File: config.mk
export PLATFORM = sky130hd
export DESIGN_NAME = wheel_encoder_speed_flat
export DESIGN_NICKNAME = d
export VERILOG_FILES = /design/src/hdl/wes_pkg.sv /design/src/hdl/wes_sample_if.sv /design/src/hdl/wes_result_if.sv /design/src/hdl/wheel_encoder_speed.sv /design/src/flat_wrapper.sv
export SDC_FILE = /design/constraint.sdc
export NUM_CORES = 2
export LEC_CHECK = 0
export BUFFER_PORTS_ARGS = -buffer_cell sky130_fd_sc_hd__buf_2
export CORE_ASPECT_RATIO = 0.5
export CORE_MARGIN = 1.5
export CORE_UTILIZATION = 25
export CTS_BUF_LIST = sky130_fd_sc_hd__clkbuf_16
export DETAILED_ROUTE_END_ITERATION = 12
export GPL_TIMING_DRIVEN = 0
export PLACE_DENSITY = 0.43
export SYNTH_ARGS = -nofsm -noshare
export SYNTH_HDL_FRONTEND = slang
export SYNTH_SLANG_ARGS = --single-unit
File: constraint.sdc
create_clock -name clk_i -period 28.2 [get_ports clk_i]
set_input_delay 2.82 -clock clk_i [delete_from_list [all_inputs] [get_ports clk_i]]
set_output_delay 2.82 -clock clk_i [all_outputs]
set_load 0.03 [all_outputs]
File: src/hdl/wes_pkg.sv
// ----------------------------------------------------------------------------
// Wheel encoder speed package
// Field widths, register indexes, reset values and arithmetic constants that
// are shared by the interfaces, the speed block and its checker.
// ----------------------------------------------------------------------------
`default_nettype none

package wes_pkg;

  localparam int CountW   = 32;
  localparam int TimeW    = 64;
  localparam int SpeedW   = 24;
  localparam int DirW     = 2;
  localparam int RadiusW  = 20;
  localparam int PprW     = 16;
  localparam int CfgIdxW  = 3;
  localparam int CfgDataW = 20;
  localparam int CfgWheels = 2;

  // Configuration register indexes.
  localparam logic [CfgIdxW-1:0] RegDirW0    = 3'd0;
  localparam logic [CfgIdxW-1:0] RegDirW1    = 3'd1;
  localparam logic [CfgIdxW-1:0] RegRadiusW0 = 3'd2;
  localparam logic [CfgIdxW-1:0] RegRadiusW1 = 3'd3;
  localparam logic [CfgIdxW-1:0] RegPprW0    = 3'd4;
  localparam logic [CfgIdxW-1:0] RegPprW1    = 3'd5;

  // Register reset values.
  localparam logic [DirW-1:0]    DirReset    = 2'd1;
  localparam logic [RadiusW-1:0] RadiusReset = 20'd32500;
  localparam logic [PprW-1:0]    PprReset    = 16'd1320;

  // Speed scale: 2*pi approximated as 411775/65536, times 1000 for mm.
  localparam int                 SpeedKW   = 29;
  localparam logic [SpeedKW-1:0] SpeedK    = 29'd411775000;
  localparam int                 ScaleShift = 16;
  // Speed magnitude saturates at 2^23 - 1.
  localparam int                 MagW      = 23;
  localparam logic [MagW-1:0]    SpeedMax  = 23'd8388607;

  // Product widths of the two serial multiplies.
  localparam int ProdAW = CountW + RadiusW - 1;  // mag * radius
  localparam int ProdNW = ProdAW + SpeedKW;      // a * SpeedK

  typedef logic signed [CountW-1:0] count_t;
  typedef logic [TimeW-1:0]         time_t;
  typedef logic signed [SpeedW-1:0] speed_t;

endpackage

`default_nettype wire

File: src/hdl/wes_sample_if.sv
// ----------------------------------------------------------------------------
// Wheel encoder sample channel
// Valid/ready channel that carries one encoder sample per transaction.
// ----------------------------------------------------------------------------
`default_nettype none

interface wes_sample_if;
  import wes_pkg::*;

  logic   valid;
  logic   ready;
  logic   wheel_select;
  count_t raw_count;
  time_t  sample_time_us;

  modport source (output valid, wheel_select, raw_count, sample_time_us, input ready);
  modport sink   (input valid, wheel_select, raw_count, sample_time_us, output ready);
endinterface

`default_nettype wire

File: src/hdl/wes_result_if.sv
// ----------------------------------------------------------------------------
// Wheel encoder result channel
// Valid/ready channel that carries one speed result per transaction.
// ----------------------------------------------------------------------------
`default_nettype none

interface wes_result_if;
  import wes_pkg::*;

  logic   valid;
  logic   ready;
  logic   sample_status;
  logic   wheel_echo;
  count_t count_echo;
  time_t  time_echo_us;
  speed_t speed_mmps;

  modport source (output valid, sample_status, wheel_echo, count_echo, time_echo_us,
                  speed_mmps, input ready);
  modport sink   (input valid, sample_status, wheel_echo, count_echo, time_echo_us,
                  speed_mmps, output ready);
endinterface

`default_nettype wire

File: src/hdl/wheel_encoder_speed.sv
// ----------------------------------------------------------------------------
// Wheel encoder speed estimator
// Turns wrapping encoder counts and microsecond timestamps into wheel speed.
// ----------------------------------------------------------------------------
// One sample transaction produces exactly one result transaction. The first
// sample of a wheel sets its baseline and reports speed 0; a sample whose
// timestamp is not after the wheel's last one is rejected (status 1, speed 0,
// state untouched). Otherwise the wrapped count delta is scaled to mm/s as
// delta * radius_um * 411775000 / (65536 * pulses_rev * dt_us), truncated
// toward zero, saturated at +-8388607 and signed by the wheel's direction.
// The block works on one sample at a time. A sample that needs the full
// calculation passes from acceptance to a loaded result register through a
// bit-serial count-by-radius multiply, a bit-serial multiply by the scale
// constant, a divide by pulses per revolution (two quotient bits a cycle), a
// saturation check and a divide by the time delta, which a saturated result
// skips. Samples that give speed 0 (first sample, rejection, zero direction,
// radius, pulses per revolution or count delta) skip the arithmetic and go
// straight from acceptance to the result register. The result register holds
// its transaction while the consumer stalls, so the next sample is accepted
// and worked on meanwhile.
// ----------------------------------------------------------------------------
`default_nettype none

module wheel_encoder_speed #(
  parameter int NUM_WHEELS = 2
) (
  input  wire                        clk_i,
  input  wire                        rst_ni,
  wes_sample_if.sink                 sample_i,
  wes_result_if.source               result_o,
  input  wire                        cfg_we_i,
  input  wire [wes_pkg::CfgIdxW-1:0]  cfg_idx_i,
  input  wire [wes_pkg::CfgDataW-1:0] cfg_data_i
);
  import wes_pkg::*;

  // Sequencer states.
  localparam logic [2:0] StIdle = 3'd0;
  localparam logic [2:0] StMulR = 3'd1;  // mag * radius, one radius bit a cycle
  localparam logic [2:0] StMulK = 3'd2;  // a * SpeedK, one constant bit a cycle
  localparam logic [2:0] StDivP = 3'd3;  // divide by pulses per revolution
  localparam logic [2:0] StChk  = 3'd4;  // saturation check before time divide
  localparam logic [2:0] StDivT = 3'd5;  // divide by time delta
  localparam logic [2:0] StFin  = 3'd6;  // wait for a free result register

  localparam int QuoHiW = TimeW - MagW;

  // Configuration registers.
  logic [DirW-1:0]    dir_q    [CfgWheels];
  logic [RadiusW-1:0] radius_q [CfgWheels];
  logic [PprW-1:0]    ppr_q    [CfgWheels];

  // Per-wheel baseline.
  count_t last_cnt_q  [NUM_WHEELS];
  time_t  last_time_q [NUM_WHEELS];
  logic   base_q      [NUM_WHEELS];

  // Sequencer and datapath registers.
  logic [2:0]         state_q, state_d;
  logic [4:0]         cnt_q, cnt_d;
  logic               wheel_q, status_q, neg_q;
  count_t             count_q;
  time_t              time_q;
  logic [CountW-1:0]  mag_q;
  time_t              dt_q;
  logic [PprW-1:0]    pdiv_q;
  logic [ProdAW+1:0]  prod_a_q, prod_a_d;
  logic [ProdNW:0]    prod_n_q, prod_n_d;
  logic [TimeW-1:0]   quo_q, quo_d;
  logic [TimeW-1:0]   rem_q, rem_d;
  logic [MagW-1:0]    mres_q, mres_d;

  // Result register.
  logic   out_valid_q;
  logic   out_status_q, out_wheel_q;
  count_t out_count_q;
  time_t  out_time_q;
  speed_t out_speed_q;

  // --------------------------------------------------------------------------
  // Accept-cycle evaluation: baseline lookup, reject test, delta and sign.
  // --------------------------------------------------------------------------
  logic              in_acc;
  logic              in_range, sel_base, reject, zero_path, neg_raw;
  count_t            sel_cnt;
  time_t             sel_time;
  logic [CountW-1:0] diff, mag;
  logic [DirW-1:0]   sel_dir;
  logic [RadiusW-1:0] sel_rad;
  logic [PprW-1:0]   sel_ppr;

  assign in_acc = sample_i.valid && sample_i.ready;
  assign sample_i.ready = (state_q == StIdle);

  always_comb begin
    in_range = 1'b0;
    sel_base = 1'b0;
    sel_cnt  = '0;
    sel_time = '0;
    for (int w = 0; w < NUM_WHEELS; w++) begin
      if (sample_i.wheel_select == 1'(w)) begin
        in_range = 1'b1;
        sel_base = base_q[w];
        sel_cnt  = last_cnt_q[w];
        sel_time = last_time_q[w];
      end
    end
  end

  assign sel_dir  = dir_q[sample_i.wheel_select];
  assign sel_rad  = radius_q[sample_i.wheel_select];
  assign sel_ppr  = ppr_q[sample_i.wheel_select];
  assign reject   = !in_range || (sel_base && (sample_i.sample_time_us <= sel_time));
  assign diff     = sample_i.raw_count - sel_cnt;
  assign neg_raw  = diff[CountW-1];
  // The most negative delta negates to itself, which is the right magnitude.
  assign mag      = neg_raw ? (~diff + 1'b1) : diff;
  assign zero_path = reject || !sel_base || (sel_dir == '0) || (sel_rad == '0)
                  || (sel_ppr == '0) || (mag == '0);

  // --------------------------------------------------------------------------
  // Serial arithmetic steps.
  // --------------------------------------------------------------------------
  logic [CountW:0]    sum_a;
  logic [ProdAW:0]    sum_n;
  logic [ProdAW+1:0]  prod_a_step;
  logic [ProdNW:0]    prod_n_step;
  logic [PprW:0]      pr1, pr2;
  logic [PprW-1:0]    pr1s, pr2s;
  logic               pge1, pge2;
  logic [TimeW:0]     tr;
  logic               tge;
  logic [TimeW-1:0]   trs;
  logic               sat;

  // Product shifts right; the multiplier bit leaves at the bottom.
  assign sum_a = prod_a_q[ProdAW+1:RadiusW] + (prod_a_q[0] ? {1'b0, mag_q} : '0);
  assign prod_a_step = {1'b0, sum_a, prod_a_q[RadiusW-1:1]};

  assign sum_n = prod_n_q[ProdNW:SpeedKW]
               + (prod_n_q[0] ? {1'b0, prod_a_q[ProdAW-1:0]} : '0);
  assign prod_n_step = {1'b0, sum_n, prod_n_q[SpeedKW-1:1]};

  // Two restoring steps per cycle against the 16-bit divisor.
  assign pr1  = {rem_q[PprW-1:0], quo_q[TimeW-1]};
  assign pge1 = (pr1 >= {1'b0, pdiv_q});
  assign pr1s = pge1 ? PprW'(pr1 - {1'b0, pdiv_q}) : pr1[PprW-1:0];
  assign pr2  = {pr1s, quo_q[TimeW-2]};
  assign pge2 = (pr2 >= {1'b0, pdiv_q});
  assign pr2s = pge2 ? PprW'(pr2 - {1'b0, pdiv_q}) : pr2[PprW-1:0];

  // One restoring step per cycle against the time delta.
  assign tr  = {rem_q, quo_q[TimeW-1]};
  assign tge = (tr >= {1'b0, dt_q});
  assign trs = tge ? TimeW'(tr - {1'b0, dt_q}) : tr[TimeW-1:0];

  // The quotient fits 23 bits exactly when the dividend's upper bits are
  // below the divisor.
  assign sat = ({{MagW{1'b0}}, quo_q[TimeW-1:MagW]} >= dt_q);

  // --------------------------------------------------------------------------
  // Sequencer.
  // --------------------------------------------------------------------------
  logic out_load;
  assign out_load = (state_q == StFin) && (!out_valid_q || result_o.ready);

  always_comb begin
    state_d  = state_q;
    cnt_d    = cnt_q;
    prod_a_d = prod_a_q;
    prod_n_d = prod_n_q;
    quo_d    = quo_q;
    rem_d    = rem_q;
    mres_d   = mres_q;
    unique case (state_q)
      StIdle: begin
        if (in_acc) begin
          mres_d   = '0;
          prod_a_d = {{(ProdAW+2-RadiusW){1'b0}}, sel_rad};
          cnt_d    = 5'(RadiusW - 1);
          state_d  = zero_path ? StFin : StMulR;
        end
      end
      StMulR: begin
        prod_a_d = prod_a_step;
        cnt_d    = cnt_q - 1'b1;
        if (cnt_q == '0) begin
          prod_n_d = {{(ProdNW+1-SpeedKW){1'b0}}, SpeedK};
          cnt_d    = 5'(SpeedKW - 1);
          state_d  = StMulK;
        end
      end
      StMulK: begin
        prod_n_d = prod_n_step;
        cnt_d    = cnt_q - 1'b1;
        if (cnt_q == '0) begin
          quo_d   = prod_n_step[ProdNW-1:ScaleShift];
          rem_d   = '0;
          cnt_d   = 5'(TimeW / 2 - 1);
          state_d = StDivP;
        end
      end
      StDivP: begin
        quo_d = {quo_q[TimeW-3:0], pge1, pge2};
        rem_d = {{(TimeW-PprW){1'b0}}, pr2s};
        cnt_d = cnt_q - 1'b1;
        if (cnt_q == '0) begin
          state_d = StChk;
        end
      end
      StChk: begin
        if (sat) begin
          mres_d  = SpeedMax;
          state_d = StFin;
        end else begin
          rem_d   = {{MagW{1'b0}}, quo_q[TimeW-1:MagW]};
          quo_d   = {quo_q[MagW-1:0], {QuoHiW{1'b0}}};
          cnt_d   = 5'(MagW - 1);
          state_d = StDivT;
        end
      end
      StDivT: begin
        quo_d = {quo_q[TimeW-2:0], tge};
        rem_d = trs;
        cnt_d = cnt_q - 1'b1;
        if (cnt_q == '0) begin
          mres_d  = quo_d[MagW-1:0];
          state_d = StFin;
        end
      end
      StFin: begin
        if (out_load) begin
          state_d = StIdle;
        end
      end
      default: begin
        state_d = StIdle;
      end
    endcase
  end

  always_ff @(posedge clk_i or negedge rst_ni) begin
    if (!rst_ni) begin
      state_q     <= StIdle;
      out_valid_q <= 1'b0;
    end else begin
      state_q <= state_d;
      if (out_load) begin
        out_valid_q <= 1'b1;
      end else if (result_o.ready) begin
        out_valid_q <= 1'b0;
      end
    end
  end

  always_ff @(posedge clk_i) begin
    cnt_q    <= cnt_d;
    prod_a_q <= prod_a_d;
    prod_n_q <= prod_n_d;
    quo_q    <= quo_d;
    rem_q    <= rem_d;
    mres_q   <= mres_d;
    if (in_acc) begin
      wheel_q  <= sample_i.wheel_select;
      count_q  <= sample_i.raw_count;
      time_q   <= sample_i.sample_time_us;
      status_q <= reject;
      neg_q    <= neg_raw ^ sel_dir[DirW-1];
      mag_q    <= mag;
      dt_q     <= sample_i.sample_time_us - sel_time;
      pdiv_q   <= sel_ppr;
    end
    if (out_load) begin
      out_status_q <= status_q;
      out_wheel_q  <= wheel_q;
      out_count_q  <= count_q;
      out_time_q   <= time_q;
      out_speed_q  <= neg_q ? -speed_t'({1'b0, mres_q}) : speed_t'({1'b0, mres_q});
    end
  end

  // --------------------------------------------------------------------------
  // Baseline update on every accepted, non-rejected sample.
  // --------------------------------------------------------------------------
  for (genvar w = 0; w < NUM_WHEELS; w++) begin : g_wheel
    logic upd;
    assign upd = in_acc && !reject && (sample_i.wheel_select == 1'(w));

    always_ff @(posedge clk_i or negedge rst_ni) begin
      if (!rst_ni) begin
        base_q[w] <= 1'b0;
      end else if (upd) begin
        base_q[w] <= 1'b1;
      end
    end

    always_ff @(posedge clk_i) begin
      if (upd) begin
        last_cnt_q[w]  <= sample_i.raw_count;
        last_time_q[w] <= sample_i.sample_time_us;
      end
    end
  end

  // --------------------------------------------------------------------------
  // Configuration writes; unknown indexes are ignored.
  // --------------------------------------------------------------------------
  always_ff @(posedge clk_i or negedge rst_ni) begin
    if (!rst_ni) begin
      for (int w = 0; w < CfgWheels; w++) begin
        dir_q[w]    <= DirReset;
        radius_q[w] <= RadiusReset;
        ppr_q[w]    <= PprReset;
      end
    end else if (cfg_we_i) begin
      unique case (cfg_idx_i)
        RegDirW0:    dir_q[0]    <= cfg_data_i[DirW-1:0];
        RegDirW1:    dir_q[1]    <= cfg_data_i[DirW-1:0];
        RegRadiusW0: radius_q[0] <= cfg_data_i[RadiusW-1:0];
        RegRadiusW1: radius_q[1] <= cfg_data_i[RadiusW-1:0];
        RegPprW0:    ppr_q[0]    <= cfg_data_i[PprW-1:0];
        RegPprW1:    ppr_q[1]    <= cfg_data_i[PprW-1:0];
        default: begin
        end
      endcase
    end
  end

  // Result channel.
  assign result_o.valid         = out_valid_q;
  assign result_o.sample_status = out_status_q;
  assign result_o.wheel_echo    = out_wheel_q;
  assign result_o.count_echo    = out_count_q;
  assign result_o.time_echo_us  = out_time_q;
  assign result_o.speed_mmps    = out_speed_q;

endmodule

`default_nettype wire

File: src/flat_wrapper.sv
// flat-port wrapper written by rule: the top's interface ports become plain ports
module wheel_encoder_speed_flat import wes_pkg::*;
#(
  parameter int NUM_WHEELS = 2
)
  (clk_i, rst_ni, cfg_we_i, cfg_idx_i, cfg_data_i, sample_i_valid, sample_i_wheel_select, sample_i_raw_count, sample_i_sample_time_us, sample_i_ready, result_o_valid, result_o_sample_status, result_o_wheel_echo, result_o_count_echo, result_o_time_echo_us, result_o_speed_mmps, result_o_ready);
  wes_sample_if sample_i_i ();
  wes_result_if result_o_i ();
  input  wire clk_i;
  input  wire rst_ni;
  input  wire cfg_we_i;
  input  wire [wes_pkg::CfgIdxW-1:0] cfg_idx_i;
  input  wire [wes_pkg::CfgDataW-1:0] cfg_data_i;
  input wire logic [$bits(sample_i_i.valid)-1:0] sample_i_valid;
  input wire logic [$bits(sample_i_i.wheel_select)-1:0] sample_i_wheel_select;
  input wire logic [$bits(sample_i_i.raw_count)-1:0] sample_i_raw_count;
  input wire logic [$bits(sample_i_i.sample_time_us)-1:0] sample_i_sample_time_us;
  output wire logic [$bits(sample_i_i.ready)-1:0] sample_i_ready;
  output wire logic [$bits(result_o_i.valid)-1:0] result_o_valid;
  output wire logic [$bits(result_o_i.sample_status)-1:0] result_o_sample_status;
  output wire logic [$bits(result_o_i.wheel_echo)-1:0] result_o_wheel_echo;
  output wire logic [$bits(result_o_i.count_echo)-1:0] result_o_count_echo;
  output wire logic [$bits(result_o_i.time_echo_us)-1:0] result_o_time_echo_us;
  output wire logic [$bits(result_o_i.speed_mmps)-1:0] result_o_speed_mmps;
  input wire logic [$bits(result_o_i.ready)-1:0] result_o_ready;
  assign sample_i_i.valid = sample_i_valid;
  assign sample_i_i.wheel_select = sample_i_wheel_select;
  assign sample_i_i.raw_count = sample_i_raw_count;
  assign sample_i_i.sample_time_us = sample_i_sample_time_us;
  assign sample_i_ready = sample_i_i.ready;
  assign result_o_valid = result_o_i.valid;
  assign result_o_sample_status = result_o_i.sample_status;
  assign result_o_wheel_echo = result_o_i.wheel_echo;
  assign result_o_count_echo = result_o_i.count_echo;
  assign result_o_time_echo_us = result_o_i.time_echo_us;
  assign result_o_speed_mmps = result_o_i.speed_mmps;
  assign result_o_i.ready = result_o_ready;
  wheel_encoder_speed #(.NUM_WHEELS(NUM_WHEELS)) u_core (.clk_i(clk_i), .rst_ni(rst_ni), .sample_i(sample_i_i), .result_o(result_o_i), .cfg_we_i(cfg_we_i), .cfg_idx_i(cfg_idx_i), .cfg_data_i(cfg_data_i));
endmodule
==> results by group <==
STA
  • Fin crit share: 44.76%
  • Slew of the pin with the lowest slew margin: 1383 ps
  • Skew final: 37.55 ps
  • Final hold violations: 0
  • Final Critical Period: 12620 ps
  • Final setup TNS: 0 ps
  • Setup Viol. Count Final: 0
  • Fmax: 0.07922 GHz
  • Slew margin rel.: 7.803%
  • Unrepaired setup endpoints after global routing: false
  • Final WS setup: 15580 ps
  • Slew Limit Fails: 0

GRT
  • Initial antenna violation count: 14
  • Largest net degree at the start of global routing: 112
  • Number of global-route vias before repair: 36743
  • Global-route wire length before repair: 250.5 mm
  • All-Layer GR Usage: 16.13%
  • Grt ovf: 0

Clock network
  • CTS tree: built
  • Clock Path Buffers: 3
  • Post-CTS Resized: 0
  • Setup Fix Bufs, Post-CTS: 0
  • Root Driver: clkbuf_16
  • Clock latency at the later pin of the worst-skew pair: 740 ps
  • Clock sinks: 895
  • Hold-fix buffers, CTS: 0
  • CTS Buf Count: 97
  • H-tree Lvls: 3
  • Clk slew on worst S/H paths: 60 ps

Worst hold path
  • WHS Endpoint: u_core.result_o.time_echo_us[60]$_DFFE_PP_
  • Hold Path Class: flip-flop to flip-flop
  • WHS Path Cells: 0
  • Hold Path Origin: u_core.time_q[60]$_DFFE_PP_

Floorplanning
  • Die width: 642.6 um
  • Num rows: 117
  • Initial core utilization: 25.14%
  • Die ar.: 207400 um2
  • Core area: 203300 um2
  • I/O pin count: 249
  • Die H: 322.8 um

Critical path
  • CP max-delay cell: a21oi_1
  • Crit path required time: 28620 ps
  • Crit start category: input pin
  • CP Max Fanout: 11
  • Worst reg2reg path startpoint: u_core.quo_q[63]$_DFFE_PP_
  • Worst reg2reg path depth: 27
  • Worst Path Class, Setup: input pin to flip-flop
  • R2R setup slack: 19060 ps
  • Slowest Stage Delay on Critical Path: 1090 ps
  • Worst r2r dst: u_core.rem_q[10]$_DFFE_PP_
  • Critical Path AT: 13040 ps
  • Worst setup EP type: flip-flop

Yosys
  • Avg Cell Area, Syn: 11.40 um2
  • Yosys synthesis warning count: 0
  • Ranking of synthesized cells by area: edfxtp_1, ha_1, mux2i_1
  • Synth top area share: 47.75%
  • Post-Syn Area: 51130 um2
  • Post-synthesis sequential area ratio: 51.84%
  • Syn Inst Count: 4486
  • FFs w/ async S/R, synth: 9.162%
  • Yosys top cell by area: edfxtp_1
  • Number of enable flip-flop cells after synthesis: 813
  • Post-synth net total: 4938
  • Distinct cells, synth: 107
  • Flops & latches, synth: 895
  • Most used DFF post-synth: edfxtp_1

Final layout
  • Multi-input gate area: 23370 um2
  • Share of cells above drive strength 1: 13.35%
  • Layout Nets: 5329
  • P&R area growth vs syn: 16.95%
  • Register Area: 26510 um2
  • Fill cell count: 20902

Placed design
  • Worst slack, placed: 14810 ps
  • DP Wirelength: 134.1 mm
  • # port buffers: 248
  • GPL Wtd Cong: 0.9333

Pwr
  • Pleak: 23.15 nW
  • Worst vdd ir: 52.37 uV
  • PD cells: 91.73 nW/um2

Route
  • Wire per inst: 22.33 um
  • Vias per cell: 4.890
  • Post-DRT Antenna Nets: 0
  • First-pass DRT Iterations: 6
  • Drt drc: 0
  • Total number of vias: 37639
  • DRT iter0 DRCs: 3209
  • WL final: 171.9 mm

Run status
  • Run status: complete, no violations

Run
  • # Max-Cap Violations: 0
-- synthesized netlist by cell type, types with 9 or more instances --
master       n
edfxtp_1   813
ha_1       320
nand2_1    308
a21oi_1    302
nor2_1     291
o21ai_0    237
inv_1      185
mux2i_1    182
a21o_1     158
xnor2_1    151
clkbuf_1   126
mux2_2     114
xor2_1     107
and2_1     105
nor3_1      74
nand3_1     66
and3_1      62
nand2b_1    56
o21a_1      54
dfrtp_1     50
a31oi_1     46
nand4_1     46
nor2b_1     41
a211oi_1    38
o211ai_1    36
nor4_1      35
o21bai_1    34
dfstp_2     32
a221oi_1    26
or3_1       25
o221ai_1    24
a22oi_1     22
buf_1       21
o31ai_1     21
a21boi_0    18
o31a_1      18
o41ai_1     11
or2_2       11
a211o_1     10
a221o_1     10
a311oi_1    10
and4_1       9
buf_2        9
nor3b_1      9
o2111ai_1    9
-- how the worst max path moves through the flow --
stage                                           to                   from  cells after the start  slack [ps]
2_1_floorplan    u_core.last_cnt_q[0][0]$_DFFE_PP_  sample_i_wheel_select                     19       14010
5_1_grt        u_core.last_time_q[0][42]$_DFFE_PP_  sample_i_wheel_select                     26       15020
3_5_place_dp   u_core.last_time_q[0][44]$_DFFE_PP_  sample_i_wheel_select                     26       14810
6_report       u_core.last_time_q[0][41]$_DFFE_PP_  sample_i_wheel_select                     26       15580
4_1_cts        u_core.last_time_q[0][42]$_DFFE_PP_  sample_i_wheel_select                     26       15540
3_3_place_gp   u_core.last_time_q[0][44]$_DFFE_PP_  sample_i_wheel_select                     21        3870
-- cell families after synthesis --
kind of cell               share of synthesized area, %
adders and majority gates                         8.105
DFF                                               51.84
AOI/OAI and AO/OA                                 15.31
xor gates and xnor gates                          4.505
buffers and inverters                             2.599
and+or+nand+nor                                   11.57
muxes                                             6.074
-- critical path, delay by kind of cell --
| family | cells | cell delay (ps) |
|---|---|---|
| buf+inv | 11 | 4120 |
| simple gates | 7 | 2280 |
| mux | 1 | 180 |
| fa+ha+maj | 1 | 320 |
| compound gates | 6 | 3160 |
-- cells in the final DEF (no fill, tap or decap), types with 105 or more instances in the layout --
cell      instances
nor2_1          290
inv_1           200
edfxtp_1        813
mux2i_1         182
o21ai_0         236
clkbuf_1        125
xnor2_1         151
and2_1          105
nand2_1         307
a21o_1          158
xor2_1          107
a21oi_1         301
ha_1            320
mux2_2          114
buf_2           260
-- metrics by stage --
stage / instances / instance area, um2 / hold WS [ps] / util (%) / power [mW]
floorplan: 4486 / 51130 / 400.3 / - / 3.356
CTS: 7696 / 59790 / 408.7 / 29.41 / 5.500
finish: 7697 / 59790 / 400.6 / 29.41 / 5.485
global placement: 7471 / 55790 / 401.2 / 27.44 / 4.153
detailed placement: 7515 / 56570 / 404.5 / 27.82 / 4.150
global route: 7696 / 59790 / 415.7 / 29.41 / 5.789
-- sequential cells by signal, indices dropped and copies added, names as in the netlist, 4 cells and up --
register,count
u_core.cnt_q,5
u_core.count_q,32
u_core.dir_q,4
u_core.dt_q,64
u_core.last_cnt_q,64
u_core.last_time_q,128
u_core.mag_q,32
u_core.mres_q,23
u_core.pdiv_q,16
u_core.ppr_q,32
u_core.prod_a_q,52
u_core.prod_n_q,80
u_core.quo_q,64
u_core.radius_q,40
u_core.rem_q,64
u_core.result_o.count_echo,32
u_core.result_o.speed_mmps,24
u_core.result_o.time_echo_us,64
u_core.time_q,64
-- metal layers --
layer	global-route usage (%)	routed length, um	vias up
li1	-	-	17798
met1	23.18	83030	18662
met2	24.94	74750	962
met3	2.343	8690	213
met4	4.999	5381	4
met5	0	24	-
-- report_power, final --
part           total (mW)  internal [mW]  leakage (nW)  switching, mW
clock                1.32          0.727          1.61          0.592
combinational        2.20          0.804          13.0           1.40
sequential           1.97           1.76          8.49          0.204
total                5.49           3.29          23.1           2.19
-- layout make-up --
| cell class | instances | share of cell area, % |
|---|---|---|
| inverter | 186 | 1.180 |
| clock buffer | 97 | 4.059 |
| antenna | 1 | 0.004185 |
| buffer | 159 | 1.061 |
| clock inverter | 84 | 1.327 |
| tap | 2737 | 5.727 |
| timing repair buffer | 292 | 3.231 |
| multi-input combinational | 3246 | 39.08 |
| sequential | 895 | 44.33 |
Note: power is estimated with default switching activity, not from simulation.
